<file path="src/rtl/csd_pkg.sv">
`timescale 1ns / 1ps

package csd_pkg;

    // phase table geometry
    localparam int HALF_TABLE_ENTRIES = 128;
    localparam int ROM_SIZE           = 128;
    localparam int ROM_IDX_W          = $clog2(ROM_SIZE);
    localparam int PHASE_W            = $clog2(2 * HALF_TABLE_ENTRIES);
    localparam int POS_W              = $clog2(HALF_TABLE_ENTRIES);
    localparam int IDX_PROD_W         = POS_W + ROM_IDX_W + 1;

    // report pacing, an interval of zero acts as one
    localparam int REPORT_INTERVAL = 3;
    localparam int RPT_EFF         = (REPORT_INTERVAL < 1) ? 1 : REPORT_INTERVAL;
    localparam int RPT_W           = (RPT_EFF < 2) ? 1 : $clog2(RPT_EFF);

    // dac frame control bits
    localparam logic [7:0] DAC_CTRL_BITS = 8'b0011_0000;
    localparam logic [7:0] DAC_GAIN_BIT  = 8'h10;
    localparam logic [7:0] MIRROR_TOP    = 8'd254;

    // adc scaling
    localparam int          ADC_W        = 10;
    localparam logic [10:0] ADC_FULL     = 11'd1023;
    localparam logic [10:0] MON_RECIP    = 11'd1639;
    localparam int          MON_SHIFT    = 13;

    // bound reset values
    localparam logic [6:0] LOWER_RESET = 7'd63;
    localparam logic [7:0] UPPER_RESET = 8'd191;
    localparam logic [7:0] UPPER_TOP   = 8'd255;

    // command codes
    localparam logic CMD_TICK = 1'b0;
    localparam logic CMD_ADC  = 1'b1;

    typedef enum logic [1:0] {
        CHAN_POT1 = 2'd0,
        CHAN_POT2 = 2'd1,
        CHAN_MON  = 2'd2
    } t_adc_chan;

    typedef struct packed {
        logic [15:0] spi_frame;
        logic [7:0]  dac_value;
        logic        report_due;
        logic        monitor_valid;
        logic [8:0]  monitor_scaled;
        logic [6:0]  lower_bound_now;
        logic [7:0]  upper_bound_now;
    } t_result;

    // half sine, floor(127.5 + 127.5*sin(pi*i/128))
    localparam logic [7:0] SINE_ROM [ROM_SIZE] = '{
        8'd127, 8'd130, 8'd133, 8'd136, 8'd139, 8'd143, 8'd146, 8'd149,
        8'd152, 8'd155, 8'd158, 8'd161, 8'd164, 8'd167, 8'd170, 8'd173,
        8'd176, 8'd179, 8'd182, 8'd184, 8'd187, 8'd190, 8'd193, 8'd195,
        8'd198, 8'd200, 8'd203, 8'd205, 8'd208, 8'd210, 8'd213, 8'd215,
        8'd217, 8'd219, 8'd221, 8'd224, 8'd226, 8'd228, 8'd229, 8'd231,
        8'd233, 8'd235, 8'd236, 8'd238, 8'd239, 8'd241, 8'd242, 8'd244,
        8'd245, 8'd246, 8'd247, 8'd248, 8'd249, 8'd250, 8'd251, 8'd251,
        8'd252, 8'd253, 8'd253, 8'd254, 8'd254, 8'd254, 8'd254, 8'd254,
        8'd255, 8'd254, 8'd254, 8'd254, 8'd254, 8'd254, 8'd253, 8'd253,
        8'd252, 8'd251, 8'd251, 8'd250, 8'd249, 8'd248, 8'd247, 8'd246,
        8'd245, 8'd244, 8'd242, 8'd241, 8'd239, 8'd238, 8'd236, 8'd235,
        8'd233, 8'd231, 8'd229, 8'd228, 8'd226, 8'd224, 8'd221, 8'd219,
        8'd217, 8'd215, 8'd213, 8'd210, 8'd208, 8'd205, 8'd203, 8'd200,
        8'd198, 8'd195, 8'd193, 8'd190, 8'd187, 8'd184, 8'd182, 8'd179,
        8'd176, 8'd173, 8'd170, 8'd167, 8'd164, 8'd161, 8'd158, 8'd155,
        8'd152, 8'd149, 8'd146, 8'd143, 8'd139, 8'd136, 8'd133, 8'd130
    };

    // floor(x / 1023) for x below 2^17: shift estimate plus one correction
    function automatic logic [7:0] div_1023(input logic [16:0] x);
        logic [6:0]  q0;
        logic [10:0] rem;
        begin
            q0  = x[16:10];
            rem = {1'b0, x[9:0]} + {4'b0, q0};
            div_1023 = {1'b0, q0} + ((rem >= ADC_FULL) ? 8'd1 : 8'd0);
        end
    endfunction

endpackage

</file>
<file path="src/rtl/csd_ifs.sv">
`timescale 1ns / 1ps

// sample / adc command channel
interface csd_in_if;
    logic       valid;
    logic       ready;
    logic       command;
    logic [7:0] adc_high;
    logic [7:0] adc_low;

    modport source (output valid, output command, output adc_high, output adc_low,
                    input ready);
    modport sink   (input valid, input command, input adc_high, input adc_low,
                    output ready);
endinterface

// result channel
interface csd_out_if;
    logic        valid;
    logic        ready;
    logic [15:0] spi_frame;
    logic [7:0]  dac_value;
    logic        report_due;
    logic        monitor_valid;
    logic [8:0]  monitor_scaled;
    logic [6:0]  lower_bound_now;
    logic [7:0]  upper_bound_now;

    modport source (output valid, output spi_frame, output dac_value, output report_due,
                    output monitor_valid, output monitor_scaled,
                    output lower_bound_now, output upper_bound_now, input ready);
    modport sink   (input valid, input spi_frame, input dac_value, input report_due,
                    input monitor_valid, input monitor_scaled,
                    input lower_bound_now, input upper_bound_now, output ready);
endinterface

// configuration write channel
interface csd_cfg_if;
    logic valid;
    logic ready;
    logic data;

    modport source (output valid, output data, input ready);
    modport sink   (input valid, input data, output ready);
endinterface

</file>
<file path="src/rtl/clipped_sine_dac_generator.sv">
`timescale 1ns / 1ps

// the result word is registered at the edge that accepts the input word
// throughput: one word per cycle while the skid entry is empty; a two-entry output stage (result + skid) keeps
//   input ready high while one finished result waits
// reset: synchronous active low; clears phase and report count, sets channel (monitor first),
//   bounds 63/191 and right-justified mode, and empties both output stages
module clipped_sine_dac_generator (
    input  logic          i_clk,
    input  logic          i_rst_n,
    csd_in_if.sink        i_in,
    csd_out_if.source     o_out,
    csd_cfg_if.sink       i_cfg
);

    logic [csd_pkg::PHASE_W-1:0] r_phase, n_phase;
    logic [csd_pkg::RPT_W-1:0]   r_rpt, n_rpt;
    csd_pkg::t_adc_chan          r_chan, n_chan;
    logic [6:0]                  r_lower, n_lower;
    logic [7:0]                  r_upper, n_upper;
    logic                        r_adc_rj;

    logic                        r_out_valid, r_skid_valid;
    csd_pkg::t_result            r_out, r_skid, n_res;

    logic                        in_fire, out_fire, out_free;

    logic                        second_half;
    logic [csd_pkg::POS_W-1:0]   pos;
    logic [csd_pkg::ROM_IDX_W-1:0] rom_idx;
    logic [7:0]                  rom_val, sample, clipped;
    logic                        report;
    logic [csd_pkg::ADC_W-1:0]   raw;
    logic [16:0]                 pot1_prod, pot2_prod;
    logic [7:0]                  pot1_q, pot2_q;
    logic [21:0]                 mon_prod;

    // handshakes
    assign i_cfg.ready = 1'b1;
    assign i_in.ready  = !r_skid_valid;
    assign in_fire     = i_in.valid && !r_skid_valid;
    assign out_fire    = r_out_valid && o_out.ready;
    assign out_free    = out_fire || !r_out_valid;

    // sample lookup with mirrored second half, clipped to the bounds
    always_comb begin
        second_half = (r_phase >= csd_pkg::PHASE_W'(csd_pkg::HALF_TABLE_ENTRIES));
        pos = second_half
            ? csd_pkg::POS_W'(r_phase - csd_pkg::PHASE_W'(csd_pkg::HALF_TABLE_ENTRIES))
            : csd_pkg::POS_W'(r_phase);
        rom_idx = csd_pkg::ROM_IDX_W'(
            (csd_pkg::IDX_PROD_W'(pos) * csd_pkg::IDX_PROD_W'(csd_pkg::ROM_SIZE))
            / csd_pkg::IDX_PROD_W'(csd_pkg::HALF_TABLE_ENTRIES));
        rom_val = csd_pkg::SINE_ROM[rom_idx];
        if (!second_half) begin
            sample = rom_val;
        end else begin
            sample = (rom_val > csd_pkg::MIRROR_TOP) ? 8'd0 : (csd_pkg::MIRROR_TOP - rom_val);
        end
        if (sample < {1'b0, r_lower}) begin
            clipped = {1'b0, r_lower};
        end else if (sample > r_upper) begin
            clipped = r_upper;
        end else begin
            clipped = sample;
        end
    end

    // adc justification and scaling
    always_comb begin
        raw = r_adc_rj ? {i_in.adc_high[1:0], i_in.adc_low}
                       : {i_in.adc_high, i_in.adc_low[7:6]};
        pot1_prod = {raw, 7'b0} - {7'b0, raw};
        pot2_prod = {raw, 7'b0};
        pot1_q    = csd_pkg::div_1023(pot1_prod);
        pot2_q    = csd_pkg::div_1023(pot2_prod);
        mon_prod  = {11'b0, raw, 1'b0} * {11'b0, csd_pkg::MON_RECIP};
    end

    // next state and result word
    always_comb begin
        n_phase = r_phase;
        n_rpt   = r_rpt;
        n_chan  = r_chan;
        n_lower = r_lower;
        n_upper = r_upper;
        report  = 1'b0;
        n_res   = '0;
        if (i_in.command == csd_pkg::CMD_TICK) begin
            if (r_rpt == csd_pkg::RPT_W'(csd_pkg::RPT_EFF - 1)) begin
                n_rpt  = '0;
                report = 1'b1;
            end else begin
                n_rpt = r_rpt + csd_pkg::RPT_W'(1);
            end
            if (r_phase == csd_pkg::PHASE_W'(2 * csd_pkg::HALF_TABLE_ENTRIES - 1)) begin
                n_phase = '0;
            end else begin
                n_phase = r_phase + csd_pkg::PHASE_W'(1);
            end
            n_res.dac_value  = clipped;
            n_res.spi_frame  = {csd_pkg::DAC_CTRL_BITS | csd_pkg::DAC_GAIN_BIT
                                | {4'b0, clipped[7:4]}, clipped[3:0], 4'b0};
            n_res.report_due = report;
        end else begin
            unique case (r_chan)
                csd_pkg::CHAN_POT1: begin
                    n_lower = pot1_q[6:0];
                    n_chan  = csd_pkg::CHAN_POT2;
                end
                csd_pkg::CHAN_POT2: begin
                    n_upper = csd_pkg::UPPER_TOP - pot2_q;
                    n_chan  = csd_pkg::CHAN_MON;
                end
                default: begin
                    n_res.monitor_valid  = 1'b1;
                    n_res.monitor_scaled = mon_prod[csd_pkg::MON_SHIFT +: 9];
                    n_chan               = csd_pkg::CHAN_POT1;
                end
            endcase
        end
        n_res.lower_bound_now = n_lower;
        n_res.upper_bound_now = n_upper;
    end

    // control state and output stage valids
    always_ff @(posedge i_clk) begin
        if (!i_rst_n) begin
            r_phase      <= '0;
            r_rpt        <= '0;
            r_chan       <= csd_pkg::CHAN_MON;
            r_lower      <= csd_pkg::LOWER_RESET;
            r_upper      <= csd_pkg::UPPER_RESET;
            r_adc_rj     <= 1'b1;
            r_out_valid  <= 1'b0;
            r_skid_valid <= 1'b0;
        end else begin
            if (i_cfg.valid) begin
                r_adc_rj <= i_cfg.data;
            end
            if (in_fire) begin
                r_phase <= n_phase;
                r_rpt   <= n_rpt;
                r_chan  <= n_chan;
                r_lower <= n_lower;
                r_upper <= n_upper;
            end
            if (out_free) begin
                if (r_skid_valid) begin
                    r_out_valid  <= 1'b1;
                    r_skid_valid <= 1'b0;
                end else begin
                    r_out_valid <= in_fire;
                end
            end else if (in_fire) begin
                r_skid_valid <= 1'b1;
            end
        end
    end

    // result and skid payload
    always_ff @(posedge i_clk) begin
        if (out_free) begin
            if (r_skid_valid) begin
                r_out <= r_skid;
            end else if (in_fire) begin
                r_out <= n_res;
            end
        end else if (in_fire) begin
            r_skid <= n_res;
        end
    end

    // result channel
    assign o_out.valid           = r_out_valid;
    assign o_out.spi_frame       = r_out.spi_frame;
    assign o_out.dac_value       = r_out.dac_value;
    assign o_out.report_due      = r_out.report_due;
    assign o_out.monitor_valid   = r_out.monitor_valid;
    assign o_out.monitor_scaled  = r_out.monitor_scaled;
    assign o_out.lower_bound_now = r_out.lower_bound_now;
    assign o_out.upper_bound_now = r_out.upper_bound_now;

endmodule

</file>
<file path="src/flat_wrapper.sv">
// flat-port wrapper written by rule: the top's interface ports become plain ports
module clipped_sine_dac_generator_flat 
  (i_clk, i_rst_n, i_in_valid, i_in_command, i_in_adc_high, i_in_adc_low, i_in_ready, o_out_valid, o_out_spi_frame, o_out_dac_value, o_out_report_due, o_out_monitor_valid, o_out_monitor_scaled, o_out_lower_bound_now, o_out_upper_bound_now, o_out_ready, i_cfg_valid, i_cfg_data, i_cfg_ready);
  csd_in_if i_in_i ();
  csd_out_if o_out_i ();
  csd_cfg_if i_cfg_i ();
  input  logic i_clk;
  input  logic i_rst_n;
  input wire logic [$bits(i_in_i.valid)-1:0] i_in_valid;
  input wire logic [$bits(i_in_i.command)-1:0] i_in_command;
  input wire logic [$bits(i_in_i.adc_high)-1:0] i_in_adc_high;
  input wire logic [$bits(i_in_i.adc_low)-1:0] i_in_adc_low;
  output wire logic [$bits(i_in_i.ready)-1:0] i_in_ready;
  output wire logic [$bits(o_out_i.valid)-1:0] o_out_valid;
  output wire logic [$bits(o_out_i.spi_frame)-1:0] o_out_spi_frame;
  output wire logic [$bits(o_out_i.dac_value)-1:0] o_out_dac_value;
  output wire logic [$bits(o_out_i.report_due)-1:0] o_out_report_due;
  output wire logic [$bits(o_out_i.monitor_valid)-1:0] o_out_monitor_valid;
  output wire logic [$bits(o_out_i.monitor_scaled)-1:0] o_out_monitor_scaled;
  output wire logic [$bits(o_out_i.lower_bound_now)-1:0] o_out_lower_bound_now;
  output wire logic [$bits(o_out_i.upper_bound_now)-1:0] o_out_upper_bound_now;
  input wire logic [$bits(o_out_i.ready)-1:0] o_out_ready;
  input wire logic [$bits(i_cfg_i.valid)-1:0] i_cfg_valid;
  input wire logic [$bits(i_cfg_i.data)-1:0] i_cfg_data;
  output wire logic [$bits(i_cfg_i.ready)-1:0] i_cfg_ready;
  assign i_in_i.valid = i_in_valid;
  assign i_in_i.command = i_in_command;
  assign i_in_i.adc_high = i_in_adc_high;
  assign i_in_i.adc_low = i_in_adc_low;
  assign i_in_ready = i_in_i.ready;
  assign o_out_valid = o_out_i.valid;
  assign o_out_spi_frame = o_out_i.spi_frame;
  assign o_out_dac_value = o_out_i.dac_value;
  assign o_out_report_due = o_out_i.report_due;
  assign o_out_monitor_valid = o_out_i.monitor_valid;
  assign o_out_monitor_scaled = o_out_i.monitor_scaled;
  assign o_out_lower_bound_now = o_out_i.lower_bound_now;
  assign o_out_upper_bound_now = o_out_i.upper_bound_now;
  assign o_out_i.ready = o_out_ready;
  assign i_cfg_i.valid = i_cfg_valid;
  assign i_cfg_i.data = i_cfg_data;
  assign i_cfg_ready = i_cfg_i.ready;
  clipped_sine_dac_generator u_core (.i_clk(i_clk), .i_rst_n(i_rst_n), .i_in(i_in_i), .o_out(o_out_i), .i_cfg(i_cfg_i));
endmodule
</file>
<file path="config.mk">
export PLATFORM = sky130hd
export DESIGN_NAME = clipped_sine_dac_generator_flat
export DESIGN_NICKNAME = d
export VERILOG_FILES = /design/src/rtl/csd_pkg.sv /design/src/rtl/csd_ifs.sv /design/src/rtl/clipped_sine_dac_generator.sv /design/src/flat_wrapper.sv
export SDC_FILE = /design/constraint.sdc
export NUM_CORES = 1
export LEC_CHECK = 0
export BUFFER_PORTS_ARGS = -buffer_cell sky130_fd_sc_hd__buf_4
export CORE_ASPECT_RATIO = 1.1
export CORE_MARGIN = 3
export CORE_UTILIZATION = 40
export DETAILED_ROUTE_END_ITERATION = 6
export GPL_ROUTABILITY_DRIVEN = 0
export RECOVER_POWER = 25
export SYNTH_ARGS = -nofsm -noshare
export SYNTH_HDL_FRONTEND = slang
export SYNTH_SLANG_ARGS = --single-unit
export TNS_END_PERCENT = 1
</file>
<file path="constraint.sdc">
create_clock -name i_clk -period 6.4 [get_ports i_clk]
set_clock_uncertainty 0.05 [all_clocks]
set_input_delay 0.32 -clock i_clk [delete_from_list [all_inputs] [get_ports i_clk]]
set_output_delay 0.32 -clock i_clk [all_outputs]
set_load 0.02 [all_outputs]
</file>
### Word level (Yosys, flattened, before mapping)

Memory sizes are Yosys's and may differ from the RTL's.
Index checks and enable logic that the tools add are counted.

* flip-flop bits (word level): 130
* bits in read-only memories: 1024
* input bits: 23
* output and inout port bits: 53
* word-level logic and storage cells: 85
* memories kept: 1

* add/sub/neg operators: 10
* multiply operators: 1
* $lt $le $gt $ge: 7
* eq/ne operators: 3
* muxes and demuxes: 24
* bitwise gates (word level): 4
* reduce and logical (&&, ||, !) cells: 13

Memories
* (no name shown): words 128, bits a word 8, rd ports 1, clocked after Yosys merged registers in 0, write ports 0, RTL line clipped_sine_dac_generator.sv:54 `rom_val = csd_pkg::SINE_ROM[rom_idx];`

Operators by type and width (count)
* $mux 50: 2
* $mux 8: 9
* $mux 10: 3
* $mux 23: 1
* $add 10x7->11: 2
* $ge 11x10->1 const B: 2
* $mul 10x11->21 const B: 1
* $mux 7: 3
* $sub 17x10->17: 1
* $ge 8x8->1 const B: 2
* $sub 8x8->8 const A: 2
* $add 7x8->8: 1
* $add 8x1->8 const B: 1
* $eq 8x8->1 const B: 1
* $gt 8x8->1: 1
* $gt 8x8->1 const B: 1
* $lt 8x7->1: 1
* $not 7->8: 1
* $reduce_and 2->1: 4
* $add 7x7->7: 1
* $sub 7x1->7 const B: 1
* $mux 1: 4
* $pmux 2 s2: 1
* $reduce_or 2->1: 2
* other kinds (10): 14

### Longest topological paths before layout

* depth after elaboration: 15
* depth in mapped cells: 26
* mapped depth without buffers: 25

### Worst setup path after synthesis

No wires, ideal clock.

* path kind: register to register
* start: register u_core.r_adc_rj
* end: register u_core.r_out, in the netlist u_core.o_out.monitor_scaled[7], data pin
* setup time: 0.268 ns
* data arrival time: 5.594 ns
* data required time: 6.082 ns
* slack: 0.488 ns
* cell stages (with the launch flop): 21
* buffers on the path: 1
* clock period less this slack: 5.912 ns
* cells stage by stage: dfxtp_1 > buf_6 > mux2i_1 > inv_1 > fa_1 > inv_1 > fa_1 > fa_1 > inv_1 > fa_1 > fa_1 > ha_1 > a21oi_1 > o21ai_0 > a221oi_1 > o21ai_0 > a211oi_1 > nor2b_1 > nor2_1 > xor2_1 > o31ai_1

* word-level cells in the longest chain between the ends: 6

RTL lines
* start, declared: RTL line clipped_sine_dac_generator.sv:21 `logic r_adc_rj;`
* start signal, assigned: RTL line clipped_sine_dac_generator.sv:139 `r_adc_rj <= i_cfg.data;`
* $mux 10: RTL line clipped_sine_dac_generator.sv:71 `raw = r_adc_rj ? {i_in.adc_high[1:0], i_in.adc_low}`
* $mul 10x11->21: RTL line clipped_sine_dac_generator.sv:77 `mon_prod = {11'b0, raw, 1'b0} * {11'b0, csd_pkg::MON_RECIP};`
* $mux 10: RTL line clipped_sine_dac_generator.sv:106 `unique case (r_chan)`
* $mux 10: RTL line clipped_sine_dac_generator.sv:89 `if (i_in.command == csd_pkg::CMD_TICK) begin`
* $mux 50: RTL line clipped_sine_dac_generator.sv:166 `end else if (in_fire) begin`
* $mux 50: RTL line clipped_sine_dac_generator.sv:164 `if (r_skid_valid) begin`
* end signal, assigned: RTL line clipped_sine_dac_generator.sv:165 `r_out <= r_skid;`
* end signal, assigned: RTL line clipped_sine_dac_generator.sv:167 `r_out <= n_res;`
* end, declared: RTL line clipped_sine_dac_generator.sv:24 `csd_pkg::t_result r_out, r_skid, n_res;`

No other way between the ends. The select of a mux whose other input is x is not followed.
A chain may end at the register's enable or synchronous reset.

### Worst setup path after layout

* start: register u_core.r_adc_rj
* end: register u_core.r_out, in the netlist u_core.o_out.lower_bound_now[4], data pin

* word-level cells in the longest chain between the ends: 10

RTL lines
* $mux 10 *: RTL line clipped_sine_dac_generator.sv:71
* $sub 17x10->17 *: RTL line clipped_sine_dac_generator.sv:73 `pot1_prod = {raw, 7'b0} - {7'b0, raw};`
* $add 10x7->11: RTL line csd_pkg.sv:80 `rem = {1'b0, x[9:0]} + {4'b0, q0};`
* $ge 11x10->1: RTL line csd_pkg.sv:81 `div_1023 = {1'b0, q0} + ((rem >= ADC_FULL) ? 8'd1 : 8'd0);`
* $mux 1: RTL line csd_pkg.sv:81
* $add 7x7->7 *: RTL line csd_pkg.sv:81
* $mux 7 *: RTL line clipped_sine_dac_generator.sv:106
* $mux 7 *: RTL line clipped_sine_dac_generator.sv:89
* $mux 50 *: RTL line clipped_sine_dac_generator.sv:166
* $mux 50 *: RTL line clipped_sine_dac_generator.sv:164

Mark *: on every way between the ends. The rest lies on a longest branch, timed or not. The select of a mux whose other input is x is not followed.

==> reports/qor.yml <==
ant_nets: 0
rsz0062_at_grt: "false"
cts-resized-gates: 0
insertion_delay_ps: 360
first_pass_iters: 4
via_per_inst: 5.46
cts_buffers: 9
routed_wl_um: 23200
status: "complete, no violations"
cts_max_level: 3
worst_pin_slew_ps: 1040
syn2layout_area_growth_pct: 10.5
root_buffer: "clkbuf_16"
clkTransAtPathRegs_ps: 70
drive_above_1_share: 0.106
max-slew-margin-rel: 0.303
tns_ps: 0
postSynthCellCount: 1008
wire_per_inst_um: 17.0
cp.required_ps: 6430
post-cts-setup-buffers: 0
syn-cell-area_um2: 9240
crit_type: "flop to flop"
final_cell_area_um2: 10200
final.period_utilization: 0.943
core_area_um2: 22400
postSynthAreaPerCell_um2: 9.17
synth-edff-count: 70
hold_violations: 0
seq_area_frac_synth: 0.292
crit_path_start_kind: "flop"
slew_violations: 0
grt_max_degree: 43
initial_utilization: 0.413
clock_path_buffers: 2
p_per_area_nw_per_um2: 268
critPathMaxFanout: 6
fin_nets: 1228
grt-ovfl-total: 0
setup_slack_ps: 362
n_antenna_cell: 0
io_pins: 76
drc: 0
cts.sinks: 100
min_period_ps: 6040
hold_ws_ps: 151
cap_violations: 0
antenna_found_initial: 0
die_h_um: 165
grt_pass1_vias: 7390
max_freq_mhz: 166
grt_pass1_wl_um: 37500
rows: 57
ir_drop_mv: 0.305
io_buffers: 68
cts_tree: "yes"
fin_util: 0.456
die_area_um2: 25000
setup-violations-final: 0
first_iter_violations: 310
die_w_um: 151
vias: 7478
async_flop_share: 0
fillCellCount: 2274
yosys_warnings: 0
hpwl_um: 18300
crit_path_end_kind: "flop"
pre_cts_ws_ps: 349
postPlaceCellArea_um2: 10100
arrival_ps: 6070
track_usage: 0.189
hold_class: "input port to flop"
p_leak_nw: 4.27
holdBufCountCts: 0
ys_seq_elements: 100
synth_ff_type: "edfxtp_1"
ys_types: 79
[placed cells by master, fill, tap and decap left out, drive strengths merged, types with 5 or more instances in the layout]
cell,n
a211o,7
a211oi,9
a21boi,6
a21o,9
a21oi,47
a221oi,7
a31oi,15
and2,9
buf,55
clkbuf,56
conb,7
dfxtp,30
edfxtp,70
fa,30
ha,106
inv,103
mux2,17
mux2i,19
nand2,94
nand2b,17
nand3,25
nand4,6
nor2,63
nor2b,20
nor3,32
nor3b,7
nor4,5
o211ai,19
o21a,9
o21ai,45
o31ai,13
xnor2,31
xor2,13
[cell usage after synthesis, types with 17 or more instances]
master	instances	area, um^2
ha_1	106	1330
inv_1	97	364
nand2_1	93	349
edfxtp_1	70	2100
nor2_1	63	236
a21oi_1	47	235
o21ai_0	43	215
nor3_1	32	160
xnor2_1	31	272
dfxtp_1	30	601
fa_1	30	601
nand3_1	25	125
buf_4	21	158
clkbuf_1	20	75.1
nor2b_1	20	125
o211ai_1	19	143
mux2_2	17	191
mux2i_1	17	170
nand2b_1	17	106
[area by class of cell]
type | count | area, um^2 | share of cell area
clock inverter | 7 | 72.6 | 0.00711
clock buffer | 9 | 225 | 0.0221
timing repair buffer | 102 | 589 | 0.0577
inverter | 101 | 380 | 0.0373
multi-input combinational | 755 | 5870 | 0.575
tap | 295 | 369 | 0.0361
sequential | 100 | 2700 | 0.265
[power by group]
group	switching [W]	total, W	internal [W]	leakage [nW]
Clock	0.000270	0.000545	0.000275	0.142
Combinational	0.000810	0.00139	0.000581	3.26
Sequential	0.0000192	0.000799	0.000780	0.868
[critical path, stage by stage (launching register included)]
cell and delay [ps]:
dfxtp_1 480, buf_4 220, mux2i_1 190, buf_4 150, inv_1 140, ha_1 270, or2_2 340, a31o_2 260
a211o_1 290, xnor2_1 150, buf_4 160, ha_1 340, a21o_1 130, a21oi_1 90, maj3_1 370, o31a_1 270
nor3b_1 200, a31oi_1 80, o21ai_1 210, ha_1 200, ha_1 200, nand2_1 50, or2_2 280, xor2_1 170
a21oi_1 330, o21ai_0 150
[through the flow]
step	total power, W	std cells
detailed placement	0.00224	1353
finish	0.00273	1369
CTS	0.00280	1369
global route	0.00297	1369
floorplan	0.00187	1013
global placement	0.00221	1353
[sequential cells by signal, indices dropped and copies added, names as in the netlist, 2 cells and up]
name / cells
u_core.o_out.spi_frame: 2
u_core.o_out.monitor_scaled: 9
u_core.r_chan: 2
u_core.r_skid: 35
u_core.o_out.lower_bound_now: 7
u_core.r_upper: 8
u_core.r_rpt: 2
u_core.r_lower: 7
u_core.o_out.upper_bound_now: 8
u_core.o_out.dac_value: 7
u_core.r_phase: 8
[routing by layer]
layer,vias to the layer above,part of all wire,global-route usage
met5,-,0,0
met4,0,0.033,0.0767
met3,43,0.029,0.0221
met2,140,0.52,0.343
met1,3585,0.42,0.226
li1,3710,-,-
[cell families after synthesis]
| group | share of synthesized area |
|---|---|
| xor+xnor | 0.0441 |
| mux | 0.0455 |
| compound gates | 0.180 |
| flops | 0.292 |
| simple gates | 0.152 |
| other cells | 0.000812 |
| buf+inv | 0.0759 |
| fa+ha+maj | 0.210 |
[path summary, 6_finish.rpt]
path | from | end | slack, ps | cells after the start
worst max-delay path | u_core.r_adc_rj | u_core.o_out.lower_bound_now[4] | 360 | 25
worst min-delay path | i_cfg_data | u_core.r_adc_rj | 150 | 3
worst max register to register | u_core.r_adc_rj | u_core.o_out.lower_bound_now[4] | 360 | 25
worst min register to register | u_core.r_chan[0] | u_core.r_chan[0] | 440 | 2
No activity file was read; power rests on OpenSTA's default activity.
